[src/hw/rtl/cksp_pkg.sv]
package cksp_pkg;

    // Characters the parser looks for
    localparam logic [7:0] CH_SEMI  = 8'h3B;   // ';'
    localparam logic [7:0] CH_ZERO  = 8'h30;   // '0'
    localparam logic [7:0] CH_ONE   = 8'h31;   // '1'
    localparam logic [7:0] CH_NINE  = 8'h39;   // '9'
    localparam logic [7:0] CH_EIGHT = 8'h38;   // '8'
    localparam logic [7:0] CH_U     = 8'h75;   // 'u'
    localparam logic [7:0] CH_TILDE = 8'h7E;   // '~'
    localparam int unsigned RADIX   = 10;

    localparam int unsigned KEY_W = 16;
    localparam int unsigned MOD_W = 4;

    // Result error codes, ranked low to high
    typedef enum logic [2:0] {
        ERR_NONE   = 3'd0,
        ERR_FINAL  = 3'd1,
        ERR_FIRST  = 3'd2,
        ERR_SEMI   = 3'd3,
        ERR_MOD    = 3'd4,
        ERR_DIGIT  = 3'd5,
        ERR_LETTER = 3'd6
    } t_err;

    // Per-sequence tracking, everything but the number accumulator
    typedef struct packed {
        logic [2:0] byte_count;   // body bytes so far, saturates at 7
        logic       semi_seen;
        logic [1:0] after_semi;   // bytes after first ';', saturates at 3
        logic [7:0] mod_digit;    // latest byte after first ';'
        logic       first_digit;
        logic       nondigit;
        logic       first_one;
    } t_seq_state;

    // One result beat
    typedef struct packed {
        logic [KEY_W-1:0] key_number;
        logic [MOD_W-1:0] modifier;
        logic [7:0]       final_byte;
        t_err             error_code;
    } t_result;

    function automatic logic is_digit(input logic [7:0] b);
        return (b >= CH_ZERO) && (b <= CH_NINE);
    endfunction

    function automatic logic is_mod(input logic [7:0] b);
        return (b >= CH_ONE) && (b <= CH_EIGHT);
    endfunction

    function automatic logic is_letter_final(input logic [7:0] b);
        return b inside {8'h41, 8'h42, 8'h43, 8'h44, 8'h46, 8'h48,
                         8'h50, 8'h51, 8'h52, 8'h53, 8'h5A};
    endfunction

endpackage

[src/hw/rtl/csi_key_sequence_parser_core.sv]
// CSI key sequence parser.
// Input channel (i_valid / o_stall): one body byte of a terminal CSI key
// sequence per beat, ESC [ already stripped; i_is_last marks the final byte.
// Output channel (o_valid / i_stall): one result beat per sequence, issued
// for the beat flagged last: key number (saturating), modifier 1..8, final
// byte and an error code (0 means ok, key number and modifier are 0 on error).
// Path: a byte accepted lands in the input register; a last byte's result is
// then written into the output register, which drives o_valid.
// Throughput: one byte per cycle while o_stall is low; the digit multiply-add
// fits between the input register and the accumulator register, and the final
// checks between the input register and the output register.
// Stall: while the output register holds an untaken result and i_stall is
// high, a last byte waiting in the input register holds and o_stall goes
// high; bytes that are not last keep flowing.
// Reset: synchronous, active low; clears both valid flags and the parse state.
module csi_key_sequence_parser_core #(
    parameter int unsigned NUMBER_WIDTH = 16
) (
    input  logic        i_clk,
    input  logic        i_rst_n,
    input  logic        i_valid,
    output logic        o_stall,
    input  logic [7:0]  i_in_byte,
    input  logic        i_is_last,
    output logic        o_valid,
    input  logic        i_stall,
    output logic [15:0] o_key_number,
    output logic [3:0]  o_modifier,
    output logic [7:0]  o_final_byte,
    output logic [2:0]  o_error_code
);
    import cksp_pkg::*;

    logic                    r_in_valid;
    logic [7:0]              r_in_byte;
    logic                    r_in_last;
    logic                    r_out_valid;
    t_result                 r_out;
    logic                    out_free;
    logic                    s1_fire;
    logic [NUMBER_WIDTH-1:0] acc_number;
    t_seq_state              acc_state;
    t_result                 eval_result;

    // Handshake: only a last byte needs room in the output register
    assign out_free = !r_out_valid || !i_stall;
    assign s1_fire  = r_in_valid && (!r_in_last || out_free);
    assign o_stall  = r_in_valid && r_in_last && !out_free;

    // Input register
    always_ff @(posedge i_clk) begin
        if (!i_rst_n) begin
            r_in_valid <= 1'b0;
        end else if (!o_stall) begin
            r_in_valid <= i_valid;
        end
    end

    always_ff @(posedge i_clk) begin
        if (!o_stall && i_valid) begin
            r_in_byte <= i_in_byte;
            r_in_last <= i_is_last;
        end
    end

    cksp_accum #(
        .NUMBER_WIDTH(NUMBER_WIDTH)
    ) u_accum (
        .i_clk   (i_clk),
        .i_rst_n (i_rst_n),
        .i_fire  (s1_fire),
        .i_last  (r_in_last),
        .i_byte  (r_in_byte),
        .o_number(acc_number),
        .o_state (acc_state)
    );

    cksp_eval #(
        .NUMBER_WIDTH(NUMBER_WIDTH)
    ) u_eval (
        .i_byte  (r_in_byte),
        .i_number(acc_number),
        .i_state (acc_state),
        .o_result(eval_result)
    );

    // Output register
    always_ff @(posedge i_clk) begin
        if (!i_rst_n) begin
            r_out_valid <= 1'b0;
        end else if (out_free) begin
            r_out_valid <= s1_fire && r_in_last;
        end
    end

    always_ff @(posedge i_clk) begin
        if (out_free && s1_fire && r_in_last) begin
            r_out <= eval_result;
        end
    end

    assign o_valid      = r_out_valid;
    assign o_key_number = r_out.key_number;
    assign o_modifier   = r_out.modifier;
    assign o_final_byte = r_out.final_byte;
    assign o_error_code = r_out.error_code;

    // A new result only comes from a last byte moving out of the input register
    a_result_source: assert property (@(posedge i_clk) disable iff (!i_rst_n)
        $rose(r_out_valid) |-> $past(r_in_valid && r_in_last))
        else $error("result without a last byte");

    // Errors carry no number and no modifier
    a_error_zero: assert property (@(posedge i_clk) disable iff (!i_rst_n)
        (r_out_valid && (r_out.error_code != ERR_NONE)) |->
            ((r_out.key_number == '0) && (r_out.modifier == '0)))
        else $error("error result with payload");

    // Good results have a modifier from 1 to 8
    a_mod_range: assert property (@(posedge i_clk) disable iff (!i_rst_n)
        (r_out_valid && (r_out.error_code == ERR_NONE)) |->
            ((r_out.modifier >= 4'd1) && (r_out.modifier <= 4'd8)))
        else $error("modifier out of range");

endmodule

[src/hw/rtl/cksp_accum.sv]
module cksp_accum #(
    parameter int unsigned NUMBER_WIDTH = 16
) (
    input  logic                    i_clk,
    input  logic                    i_rst_n,
    input  logic                    i_fire,
    input  logic                    i_last,
    input  logic [7:0]              i_byte,
    output logic [NUMBER_WIDTH-1:0] o_number,
    output cksp_pkg::t_seq_state    o_state
);
    import cksp_pkg::*;

    localparam int unsigned PW = NUMBER_WIDTH + 4;

    logic [NUMBER_WIDTH-1:0] r_number, n_number;
    t_seq_state              r_state, n_state;
    logic [PW-1:0]           prod;

    // Multiply-add of the next decimal digit, saturated
    assign prod = PW'(r_number) * PW'(RADIX) + PW'(i_byte[3:0]);

    always_comb begin
        n_number = r_number;
        n_state  = r_state;
        if (i_fire && i_last) begin
            n_number = '0;
            n_state  = '0;
        end else if (i_fire) begin
            if (r_state.byte_count == 3'd0) begin
                n_state.first_digit = is_digit(i_byte);
                n_state.first_one   = (i_byte == CH_ONE);
            end
            if (r_state.byte_count != 3'd7) begin
                n_state.byte_count = r_state.byte_count + 3'd1;
            end
            if (r_state.semi_seen) begin
                if (r_state.after_semi != 2'd3) begin
                    n_state.after_semi = r_state.after_semi + 2'd1;
                end
                n_state.mod_digit = i_byte;
            end else if (i_byte == CH_SEMI) begin
                n_state.semi_seen = 1'b1;
            end else if (is_digit(i_byte)) begin
                if (prod[PW-1:NUMBER_WIDTH] != '0) begin
                    n_number = '1;
                end else begin
                    n_number = prod[NUMBER_WIDTH-1:0];
                end
            end else begin
                n_state.nondigit = 1'b1;
            end
        end
    end

    always_ff @(posedge i_clk) begin
        if (!i_rst_n) begin
            r_number <= '0;
            r_state  <= '0;
        end else begin
            r_number <= n_number;
            r_state  <= n_state;
        end
    end

    assign o_number = r_number;
    assign o_state  = r_state;

endmodule

[src/hw/rtl/cksp_eval.sv]
module cksp_eval #(
    parameter int unsigned NUMBER_WIDTH = 16
) (
    input  logic [7:0]              i_byte,
    input  logic [NUMBER_WIDTH-1:0] i_number,
    input  cksp_pkg::t_seq_state    i_state,
    output cksp_pkg::t_result       o_result
);
    import cksp_pkg::*;

    localparam int unsigned EW = (NUMBER_WIDTH > KEY_W) ? NUMBER_WIDTH : KEY_W;

    logic          one_mod;
    logic          mod_good;
    logic [EW-1:0] num_ext;

    assign one_mod  = i_state.semi_seen && (i_state.after_semi == 2'd1);
    assign mod_good = is_mod(i_state.mod_digit);
    assign num_ext  = EW'(i_number);

    // Final byte checks, first failing check wins
    always_comb begin
        o_result            = '0;
        o_result.final_byte = i_byte;
        o_result.error_code = ERR_NONE;
        if ((i_byte == CH_U) || (i_byte == CH_TILDE)) begin
            if (!i_state.first_digit) begin
                o_result.error_code = ERR_FIRST;
            end else if ((i_byte == CH_TILDE) && !i_state.semi_seen) begin
                if (i_state.nondigit) begin
                    o_result.error_code = ERR_DIGIT;
                end else begin
                    o_result.key_number = num_ext[KEY_W-1:0];
                    o_result.modifier   = MOD_W'(1);
                end
            end else if (!one_mod) begin
                o_result.error_code = ERR_SEMI;
            end else if (!mod_good) begin
                o_result.error_code = ERR_MOD;
            end else if (i_state.nondigit) begin
                o_result.error_code = ERR_DIGIT;
            end else begin
                o_result.key_number = num_ext[KEY_W-1:0];
                o_result.modifier   = i_state.mod_digit[MOD_W-1:0];
            end
        end else if (is_letter_final(i_byte)) begin
            if (i_state.byte_count == 3'd0) begin
                o_result.key_number = KEY_W'(1);
                o_result.modifier   = MOD_W'(1);
            end else if ((i_state.byte_count == 3'd3) && i_state.first_one &&
                         one_mod && mod_good) begin
                o_result.key_number = KEY_W'(1);
                o_result.modifier   = i_state.mod_digit[MOD_W-1:0];
            end else begin
                o_result.error_code = ERR_LETTER;
            end
        end else begin
            o_result.error_code = ERR_FINAL;
        end
    end

endmodule
[config.mk]
export PLATFORM = sky130hd
export DESIGN_NAME = csi_key_sequence_parser_core
export DESIGN_NICKNAME = d
export VERILOG_FILES = /design/src/hw/rtl/cksp_pkg.sv /design/src/hw/rtl/csi_key_sequence_parser_core.sv /design/src/hw/rtl/cksp_accum.sv /design/src/hw/rtl/cksp_eval.sv
export SDC_FILE = /design/constraint.sdc
export NUM_CORES = 1
export LEC_CHECK = 0
export ABC_CLOCK_PERIOD_IN_PS = 3300
export BUFFER_PORTS_ARGS = -buffer_cell sky130_fd_sc_hd__buf_2
export CAP_MARGIN = 40
export CORE_MARGIN = 5
export CORE_UTILIZATION = 35
export CTS_BUF_LIST = sky130_fd_sc_hd__clkbuf_16
export DETAILED_ROUTE_END_ITERATION = 8
export GPL_ROUTABILITY_DRIVEN = 0
export SLEW_MARGIN = 0
export SYNTH_ARGS = -nofsm -noshare
export SYNTH_HDL_FRONTEND = slang
export SYNTH_SLANG_ARGS = --single-unit
export TNS_END_PERCENT = 5
[constraint.sdc]
create_clock -name i_clk -period 3.3 [get_ports i_clk]
set_clock_uncertainty 0.2 [all_clocks]
set_input_delay 0.33 -clock i_clk [delete_from_list [all_inputs] [get_ports i_clk]]
set_output_delay 0.33 -clock i_clk [all_outputs]
set_load 0.05 [all_outputs]
Yosys cells after proc, flatten, opt, wreduce, memory -nomap -nowiden
Index checks and enable logic that the tools add are counted.

Input port bits: 13. Register bits after elaboration: 75. Output and inout port bits: 33.

Bitwise gates (word level): 4. Reductions and logical operators: 33. $add $sub $neg: 3. Magnitude comparators: 4. Mux-type cells: 22. $mul: 1. Equal/unequal tests: 19.

Operators by type and width (number): 20-bit two-way mux (9); 8-bit by 7-bit == test with 1-bit output (second input constant) (13); 3-bit two-way mux (9); 20-bit by 4-bit adder with 20-bit output (1); 16-bit by 3-bit multiplier with 19-bit output (second input constant) (1); 8-bit by 6-bit == test with 1-bit output (second input constant) (2); 8-bit by 6-bit >= comparator with 1-bit output (second input constant) (2); 8-bit by 6-bit less-or-equal comparator with 1-bit output (second input constant) (2); 16-bit two-way mux (1); 1-bit logical AND (14); 11-bit nonzero test (1); 4-bit AND reduction (2); 1-bit logical NOT (6); 2-bit AND reduction (3); 5-bit two-way mux (1); 1-bit inverter (4); 4-bit nonzero test (1); 3-bit by 1-bit adder with 3-bit output (second input constant) (1); 3-bit by 2-bit == test with 1-bit output (second input constant) (1); 3-bit logical NOT (1); 1-bit logical OR (3); 3-bit inequality test (second input constant) (1); 3-bit AND reduction (1); 2-bit by 1-bit adder with 2-bit output (second input constant) (1); other kinds (4) (5).

Logic depth before layout (Yosys ltp)
Gate-level depths: netlist of run 1.

Depth after elaboration: 8. Mapped depth: 13. Mapped depth without buffers: 12.

Cells and area by module
A second synthesis of run 1 with hierarchy kept.

Cells, all modules: 449. Area total of the unflattened synthesis: 4451.8 um^2.

By module, submodules not included: cksp_accum (cells each 323, area each 2626.3 um^2, instances 1); csi_key_sequence_parser_core (cells each 51, area each 1296.2 um^2, instances 1); cksp_eval (cells each 75, area each 529.3 um^2, instances 1).

Least setup slack after synthesis of run 1
Ideal clock, no wire load.

Path kind: register to register. Start point: register u_accum.r_number[1] (netlist: u_accum.o_number[1]). End point: register u_accum.r_number[11] (netlist: u_accum.o_number[11]). Cell stages (with the launch flop): 14. Path slack: 0.102 ns. Setup time: 0.126 ns. Data arrival time: 2.871 ns. Data required time: 2.974 ns. Path buffers: 1. Cell sequence: dfxtp_1 -> ha_1 -> ha_1 -> inv_1 -> fa_1 -> nor2b_4 -> o31a_1 -> o21a_1 -> o311ai_4 -> nor4_4 -> nand4_2 -> mux2i_4 -> buf_6 -> a31oi_2.

Cells in the longest elaborated chain, start to end: 4.

RTL lines: from (decl) (line cksp_accum.sv:16) `logic [NUMBER_WIDTH-1:0] r_number, n_number;`; from (signal assigned) (line cksp_accum.sv:61) `r_number <= n_number;`; 16-bit by 3-bit multiplier with 19-bit output (*) (line cksp_accum.sv:21) `assign prod = PW'(r_number) * PW'(RADIX) + PW'(i_byte[3:0]);`; 20-bit by 4-bit adder with 20-bit output (*) (line cksp_accum.sv:21); 4-bit nonzero test (line cksp_accum.sv:45) `if (prod[PW-1:NUMBER_WIDTH] != '0) begin`; 16-bit two-way mux (*) (line cksp_accum.sv:45).

Every way passes the cells marked *; elsewhere a longest branch is shown, timed or not. A chain may end at the register's enable or synchronous reset.

Worst setup path in the final report of run 1
Start point: register u_accum.r_number[3] (netlist: u_accum.o_number[3]). End point: register u_accum.r_number[11] (netlist: u_accum.o_number[11]).

Same word-level chain as after synthesis.

==> impl_results.rst, run 1 <==
.. list-table::
   :header-rows: 1

   * - Metric
     - Value
   * - Areal power density over the cells
     - about 400 nW/um^2
   * - Setup ws final
     - 0.03357 ns
   * - Cell repeated most along the worst path
     - ha_4
   * - Instance area after placement
     - 4765 um^2
   * - Leak Pwr
     - 2.154 nW
   * - Max Cap Viol
     - 0
   * - CTS tree
     - yes
   * - Number of DRC markers after the initial detailed-route iteration
     - 201
   * - Horizontal die dimension
     - 120.0 um
   * - Highest metal layer with signal wires
     - met4
   * - Commonest cells in the netlist
     - edfxtp_1, ha_1, nand2_1
   * - All-layer global routing usage
     - 14.14%
   * - Gate Count Post-Synth
     - 417
   * - Number of placed I/O pins
     - 46
   * - Number of buffer and inverter stages on the critical path
     - 2
   * - Post-route antenna net violation count
     - 0
   * - Signal arrival time at the worst endpoint
     - 3.33 ns
   * - Worst hold slack after final layout
     - 0.01971 ns
   * - Worst min-delay path category
     - input pin to register
   * - Post-Syn Area
     - 4232 um^2
   * - Average wire per standard cell
     - 15.42 um
   * - Seq/Total Area, Yosys
     - between 40% and 50%
   * - Number of buffers added by the clock tree synthesis step
     - 9
   * - EDFF count, synth
     - 40
   * - Post-Route Utilization
     - roughly 45%
   * - WL met2
     - 4.633 mm
   * - Num rows
     - 40
   * - Routed via count divided by cell count
     - between 5 and 6
   * - Category of the critical setup timing path
     - register to register
   * - Area delta synth->final
     - 25.40%
   * - Met3 layer wire length in the routed design
     - between 400 and 500 um
   * - Worst VDD drop
     - 0.2701 mV
   * - Placed wire-length estimate
     - 7.374 mm
   * - Core outline area
     - 11910 um^2
   * - Iteration count of the initial detailed-routing pass
     - 4
   * - Root buffer cell
     - clkbuf_16
   * - Final worst-path cycle share
     - 98.98%
   * - Residual DRC count
     - 0
   * - RSZ-0062 raised after global routing
     - true
   * - Global-route wire length before repair
     - about 17 mm
   * - Register-to-Register Setup Slack
     - 0.03 ns
   * - Max frequency
     - 306.1 MHz
   * - Final Max Slew Viols
     - 0
   * - Net count after synthesis
     - 469
   * - Startpoint type of the worst setup path
     - register
   * - Largest cells by area after synthesis
     - edfxtp_1, dfxtp_1, ha_1, a21oi_1, nand2_1
   * - Cell-by-cell trace of the critical path
     - ha_4 -> ha_4 -> inv_2 -> fa_2 -> xnor2_1 -> or3b_1 -> nand3b_1 -> buf_4 -> o31ai_1 -> o21ai_1 -> a31oi_2
   * - Transition at the pin with the smallest max-transition slack
     - 0.8209 ns
   * - Global-route congestion overflow total
     - 0
   * - Clock transition at the registers of the reported paths
     - 0.06 ns
   * - Antenna diode instance count
     - 0
   * - Count of endpoints failing hold in the final timing report
     - 0
   * - Deepest clock path buffer count
     - 2
   * - Placement-stage worst setup slack
     - -0.04934 ns
   * - Clock latency on the worst-skew pair
     - roughly 0.34 ns
   * - Cell type of the slowest stage on the worst timing path
     - or3b_1
   * - Most instantiated library cell after synthesis
     - edfxtp_1
   * - Slowest Stage Delay on Critical Path
     - 0.40 ns
   * - Post-layout instance area
     - 5306 um^2
   * - Final Critical Period
     - 3.266 ns
   * - Count of yosys warnings during synthesis
     - 0
   * - Vertical extent of the die
     - 120.0 um
   * - Share of the synthesized area in the top cell type
     - 28.39%
   * - Initial Util
     - 35.53%
   * - CP max FO
     - 5
   * - Async set-or-reset flop fraction in the synthesized netlist
     - 0%
   * - Post-synth top flop
     - edfxtp_1
   * - Maximum number of pins on one net before global-route repair
     - 32
   * - Maximum level of the CTS H-tree
     - 3
   * - Drt total wl
     - 9.975 mm
   * - Crit end category
     - register
   * - Number of antenna violations at the first check in global routing
     - 0
   * - Number of library cell types mapped by synthesis
     - just over 60
   * - Area of the die
     - between 10000 and 15000 um^2
   * - Post-synthesis cell type with the largest combined area
     - edfxtp_1
   * - Slew margin rel.
     - 45.25%
   * - Total of endpoints with negative setup slack in the final report
     - 0
   * - Count of port buffers added during placement
     - 45
   * - Via count of the first global-routing pass
     - 3444
   * - Result of the run
     - finished, final reports clean
   * - Total number of vias
     - about 3400
   * - Cell family contributing the most delay on the critical path
     - adder cells
   * - Layout fillers
     - 1139
   * - Required @ worst endpoint
     - between 3 and 4 ns
   * - Layout cell share with drive strength beyond 1
     - between 20% and 30%
   * - CTS sink cnt
     - 75
   * - Average footprint of a synthesized cell
     - around 10 um^2
   * - Length of routed wiring on met1
     - around 4.7 mm
   * - Nets
     - 547
   * - Flops & latches, synth
     - between 70 and 80
==> state kept, by name (all words and copies together), names as in the netlist <==
register,count
u_accum.o_state,17
o_key_number,16
u_accum.o_number,16
o_final_byte,8
r_in_byte,8
o_modifier,4
o_error_code,3
o_valid,1
r_in_last,1
r_in_valid,1
==> per-stage QoR <==
step	power (mW)	cells	TNS, ns
after floorplan	1.124	417	0
after global placement	1.166	620	0
after detailed placement	1.169	620	-0.07323
after CTS	2.116	645	0
after global routing	2.183	647	-0.5940
final	2.100	647	0
==> where the power goes <==
group          switching, mW  internal (mW)  leakage [nW]
registers             0.0155           1.00         0.669
logic                 0.0944         0.0476          1.34
clock network          0.387          0.553         0.149
total                  0.497           1.60          2.15
==> cell families after synthesis <==
kind of cell | synth area share, %
AO/OA/AOI/OAI | 18.18
XOR/XNOR | 3.933
flip-flops | 44.94
AND/OR/NAND/NOR | 17.77
multiplexers | 0.7687
buffers and inverters | 2.513
adder cells (fa/ha/maj) | 11.89
==> layout make-up <==
class,instances,area [um^2],area share [%]
Tap cell,147,183.9,3.466
Timing Repair Buffer,78,515.5,9.715
Sequential cell,75,1912,36.03
Inverter,14,52.55,0.9903
Clock inverter,6,37.54,0.7074
Clock buffer,10,250.2,4.716
Multi-Input combinational cell,317,2355,44.38
==> per-layer routing <==
layer | track usage (%) | vias to the layer above
li1 | - | 1704
met1 | 19.04 | 1609
met2 | 22.16 | 65
met3 | 3.252 | 13
met4 | 5.225 | 0
met5 | 0 | -
==> worst paths after layout <==
kind,from,to,depth (start not counted)
min reg2reg,u_accum.o_state[7]$_SDFFE_PP0P_,u_accum.o_state[7]$_SDFFE_PP0P_,2
max reg2reg,u_accum.o_number[3]$_SDFFE_PP0P_,u_accum.o_number[11]$_SDFFE_PP0P_,11
min,i_valid,r_in_valid$_SDFFE_PN0N_,2
max,u_accum.o_number[3]$_SDFFE_PP0P_,u_accum.o_number[11]$_SDFFE_PP0P_,11
==> cells in the final DEF (no fill, tap or decap), types with 3 or more instances in the layout <==
master,instances
and3_1,4
a21oi_2,3
dlygate4sd3_1,9
nand2_1,37
inv_1,13
o21ai_0,26
buf_2,45
nor2_1,30
a31oi_2,6
a21oi_1,32
a31oi_4,3
o21a_1,5
o21ai_1,3
or2_2,3
a31oi_1,6
nor3_1,8
dfxtp_2,5
buf_4,21
xor2_1,7
nand3_1,13
ha_4,3
ha_1,34
edfxtp_1,40
xnor2_1,10
dfxtp_1,29
and2_1,19
clkbuf_16,10
nor4_1,3
a21o_1,4
o211ai_1,3
nor2b_1,4
nand4_1,3
o31ai_1,3
==> what timing repair did <==
item | in CTS | in global routing
endpoints found under the hold margin | 9 | 0
resized for setup | 3 | 30
hold buffers | 9 | 0
setup buffers | 0 | 2
setup endpoints to repair | 12 | 16
pin swaps | 3 | 19
Note: power is estimated with default switching activity, not from simulation.
==> inputs of run 2 (changes only) <==
--- a/constraint.sdc
+++ b/constraint.sdc
@@ -3,3 +3,3 @@
 set_input_delay 0.33 -clock i_clk [delete_from_list [all_inputs] [get_ports i_clk]]
 set_output_delay 0.33 -clock i_clk [all_outputs]
-set_load 0.05 [all_outputs]
+set_load 0.1 [all_outputs]
==> run 2 against run 1 <==
Sequential power about the same; sequential share of layout area down 0.97 points; die area unchanged; core utilization up 1.3 points; clock-buffer cell count up 3; via count up 1.7%; total power up 8.7%; final cell count up 1.1%; critical path type unchanged.
==> impl_results.rst, run 2 (same netlist as run 1, synthesis figures left out) <==
.. list-table::
   :header-rows: 1

   * - Metric
     - Value
   * - Result of the run
     - finished, final reports clean
   * - Global-route congestion overflow total
     - 0 (unchanged)
   * - Final Max Slew Viols
     - 0 (unchanged)
   * - Category of the critical setup timing path
     - register to register
   * - Global-route wire length before repair
     - 16.44 mm (-0.59%)
   * - Number of antenna violations at the first check in global routing
     - 0 (unchanged)
   * - Cell repeated most along the worst path
     - ha_1
   * - Max frequency
     - 309.2 MHz (+0.99%)
   * - Setup_tns
     - 0 ns (unchanged)
   * - Num rows
     - 40 (unchanged)
   * - Antenna diode instance count
     - 0 (unchanged)
   * - Residual DRC count
     - 0 (unchanged)
   * - All-layer global routing usage
     - 14.02% (-0.12 points)
   * - Average wire per standard cell
     - 15.36 um (-0.36%)
   * - Crit end category
     - register
   * - Worst min-delay path category
     - input pin to register
   * - Cell type of the slowest stage on the worst timing path
     - dfxtp_4
   * - Most frequent cells in the layout
     - buf_2, edfxtp_1, nand2_1
   * - Most common cell after layout, fill and taps aside
     - buf_2
   * - Area delta synth->final
     - 28.95%
   * - Horizontal die dimension
     - 120.0 um (unchanged)
   * - Count of endpoints failing hold in the final timing report
     - 0 (unchanged)
   * - Post-route antenna net violation count
     - 0 (unchanged)
   * - Required @ worst endpoint
     - 3.31 ns (-0.05 ns)
   * - Areal power density over the cells
     - 418.2 nW/um^2 (+5.7%)
   * - Deepest clock path buffer count
     - 2 (unchanged)
   * - Clock latency on the worst-skew pair
     - 0.33 ns (about the same)
   * - Signal arrival time at the worst endpoint
     - 3.24 ns (-0.09 ns)
   * - Count of port buffers added during placement
     - 45 (unchanged)
   * - CP max FO
     - 12 (+7)
   * - Clock transition at the registers of the reported paths
     - 0.06 ns (about the same)
   * - Layout cell share with drive strength beyond 1
     - 27.22% (+1.6 points)
   * - Vertical extent of the die
     - 120.0 um (unchanged)
   * - Transition at the pin with the smallest max-transition slack
     - 0.8874 ns (+0.06651 ns)
   * - Max FFs per register
     - 17 (unchanged)
   * - RSZ-0062 raised after global routing
     - true
   * - Worst VDD drop
     - 0.2290 mV (-15%)
   * - Drt total wl
     - 10.05 mm (+0.72%)
   * - Maximum number of pins on one net before global-route repair
     - 30 (-6.3%)
   * - Total number of vias
     - 3448 (+1.7%)
   * - Routed via count divided by cell count
     - 5.272 (+0.59%)
   * - Worst hold slack after final layout
     - 0.01419 ns (-0.005519 ns)
   * - Placed wire-length estimate
     - 7.337 mm (-0.50%)
   * - Number of DRC markers after the initial detailed-route iteration
     - 284 (+41%)
   * - Final Critical Period
     - 3.234 ns (-0.03217 ns)
   * - Number of placed I/O pins
     - 46 (unchanged)
   * - Root buffer cell
     - clkbuf_16
   * - Setup ws final
     - 0.06574 ns (+0.03217 ns)
   * - Total of endpoints with negative setup slack in the final report
     - 0 (unchanged)
   * - Slew margin rel.
     - 40.81% (-4.4 points)
   * - Leak Pwr
     - 2.210 nW (+2.6%)
   * - Maximum level of the CTS H-tree
     - 3 (unchanged)
   * - Placement-stage worst setup slack
     - -0.02755 ns (+0.02180 ns)
   * - CTS tree
     - yes
   * - Cell-by-cell trace of the critical path
     - ha_1 -> ha_1 -> buf_4 -> and4_4 -> o2111a_2 -> o211a_1 -> a2111o_1 -> a211o_1 -> clkinv_1 -> buf_12 -> a31oi_1
   * - Initial Util
     - 35.53% (unchanged)
   * - Post-Route Utilization
     - 45.81% (+1.3 points)
   * - Via count of the first global-routing pass
     - 3297 (-4.3%)
   * - Area of the die
     - 14390 um^2 (unchanged)
   * - Core outline area
     - 11910 um^2 (unchanged)
   * - Nets
     - 554 (+1.3%)
   * - Max Cap Viol
     - 0 (unchanged)
   * - Startpoint type of the worst setup path
     - register
   * - CTS sink cnt
     - 75 (unchanged)
   * - Slowest Stage Delay on Critical Path
     - 0.36 ns (-0.04 ns)
   * - Number of buffers added by the clock tree synthesis step
     - 9 (unchanged)
   * - Final worst-path cycle share
     - 98.01% (-0.97 points)
   * - Iteration count of the initial detailed-routing pass
     - 4 (unchanged)
-- run 2: changes by cell type in the layout (fill, tap and decap cells not counted), sizes merged --
cell / previous run / this run
clkbuf: 10 / 13
inv: 17 / 15
buf: 69 / 76
clkinv: 3 / 2
-- run 2: layout make-up --
type                       count  area, um^2
inverter                      14       52.55
tap                          147       183.9
timing repair buffer          85       571.8
sequential                    75        1913
multi-input combinational    317        2389
fill                        1104        6455
clock buffer                  13       325.3
clock inverter                 3       21.27
-- run 2: worst paths after layout --
check / slack (ns) / cells after the start / end / startpoint
max: 0.07 / 11 / u_accum.o_number[5]$_SDFFE_PP0P_ / u_accum.o_number[3]$_SDFFE_PP0P_
min: 0.01 / 2 / r_in_valid$_SDFFE_PN0N_ / i_valid
max reg2reg: 0.07 / 11 / u_accum.o_number[5]$_SDFFE_PP0P_ / u_accum.o_number[3]$_SDFFE_PP0P_
min reg2reg: 0.26 / 2 / u_accum.o_state[8]$_SDFFE_PP0P_ / u_accum.o_state[8]$_SDFFE_PP0P_
-- run 2: critical path: cells and delay by family (launching register included) --
kind / cells / cell delay (ns)
adders and majority gates: 2 / 0.63
DFF: 1 / 0.36
buffers and inverters: 3 / 0.41
AOI/OAI and AO/OA: 5 / 1.36
and+or+nand+nor: 1 / 0.16
-- run 2: what timing repair did --
item,CTS,global route
hold buffers,9,0
pin swaps,5,19
resized for setup,5,33
setup buffers,1,5
hold endpoints to repair,9,0
endpoints found under the setup margin,12,16
-- run 2: stage by stage --
| step | power [mW] | cell area [um^2] | cells |
|---|---|---|---|
| 5_1_grt | 2.366 | 5456 | 654 |
| 4_1_cts | 2.294 | 5246 | 649 |
| 3_5_place_dp | 1.203 | 4790 | 623 |
| 3_3_place_gp | 1.200 | 4790 | 623 |
| 2_1_floorplan | 1.157 | 4234 | 417 |
| 6_report | 2.282 | 5456 | 654 |
-- run 2: layer usage --
layer	up-vias	wire length, um	GRT usage (%)
li1	1719	-	-
met5	-	0	0
met4	0	127	4.223
met2	79	4525	20.90
met3	8	465	3.252
met1	1642	4928	20.15
-- run 2: report_power, final --
| part | total (mW) | switching [mW] | internal, mW | leakage [nW] |
|---|---|---|---|---|
| logic | 0.177 | 0.128 | 0.0483 | 1.37 |
| registers | 1.02 | 0.0159 | 1.00 | 0.669 |
| clock network | 1.09 | 0.394 | 0.695 | 0.174 |
| total | 2.28 | 0.538 | 1.74 | 2.21 |
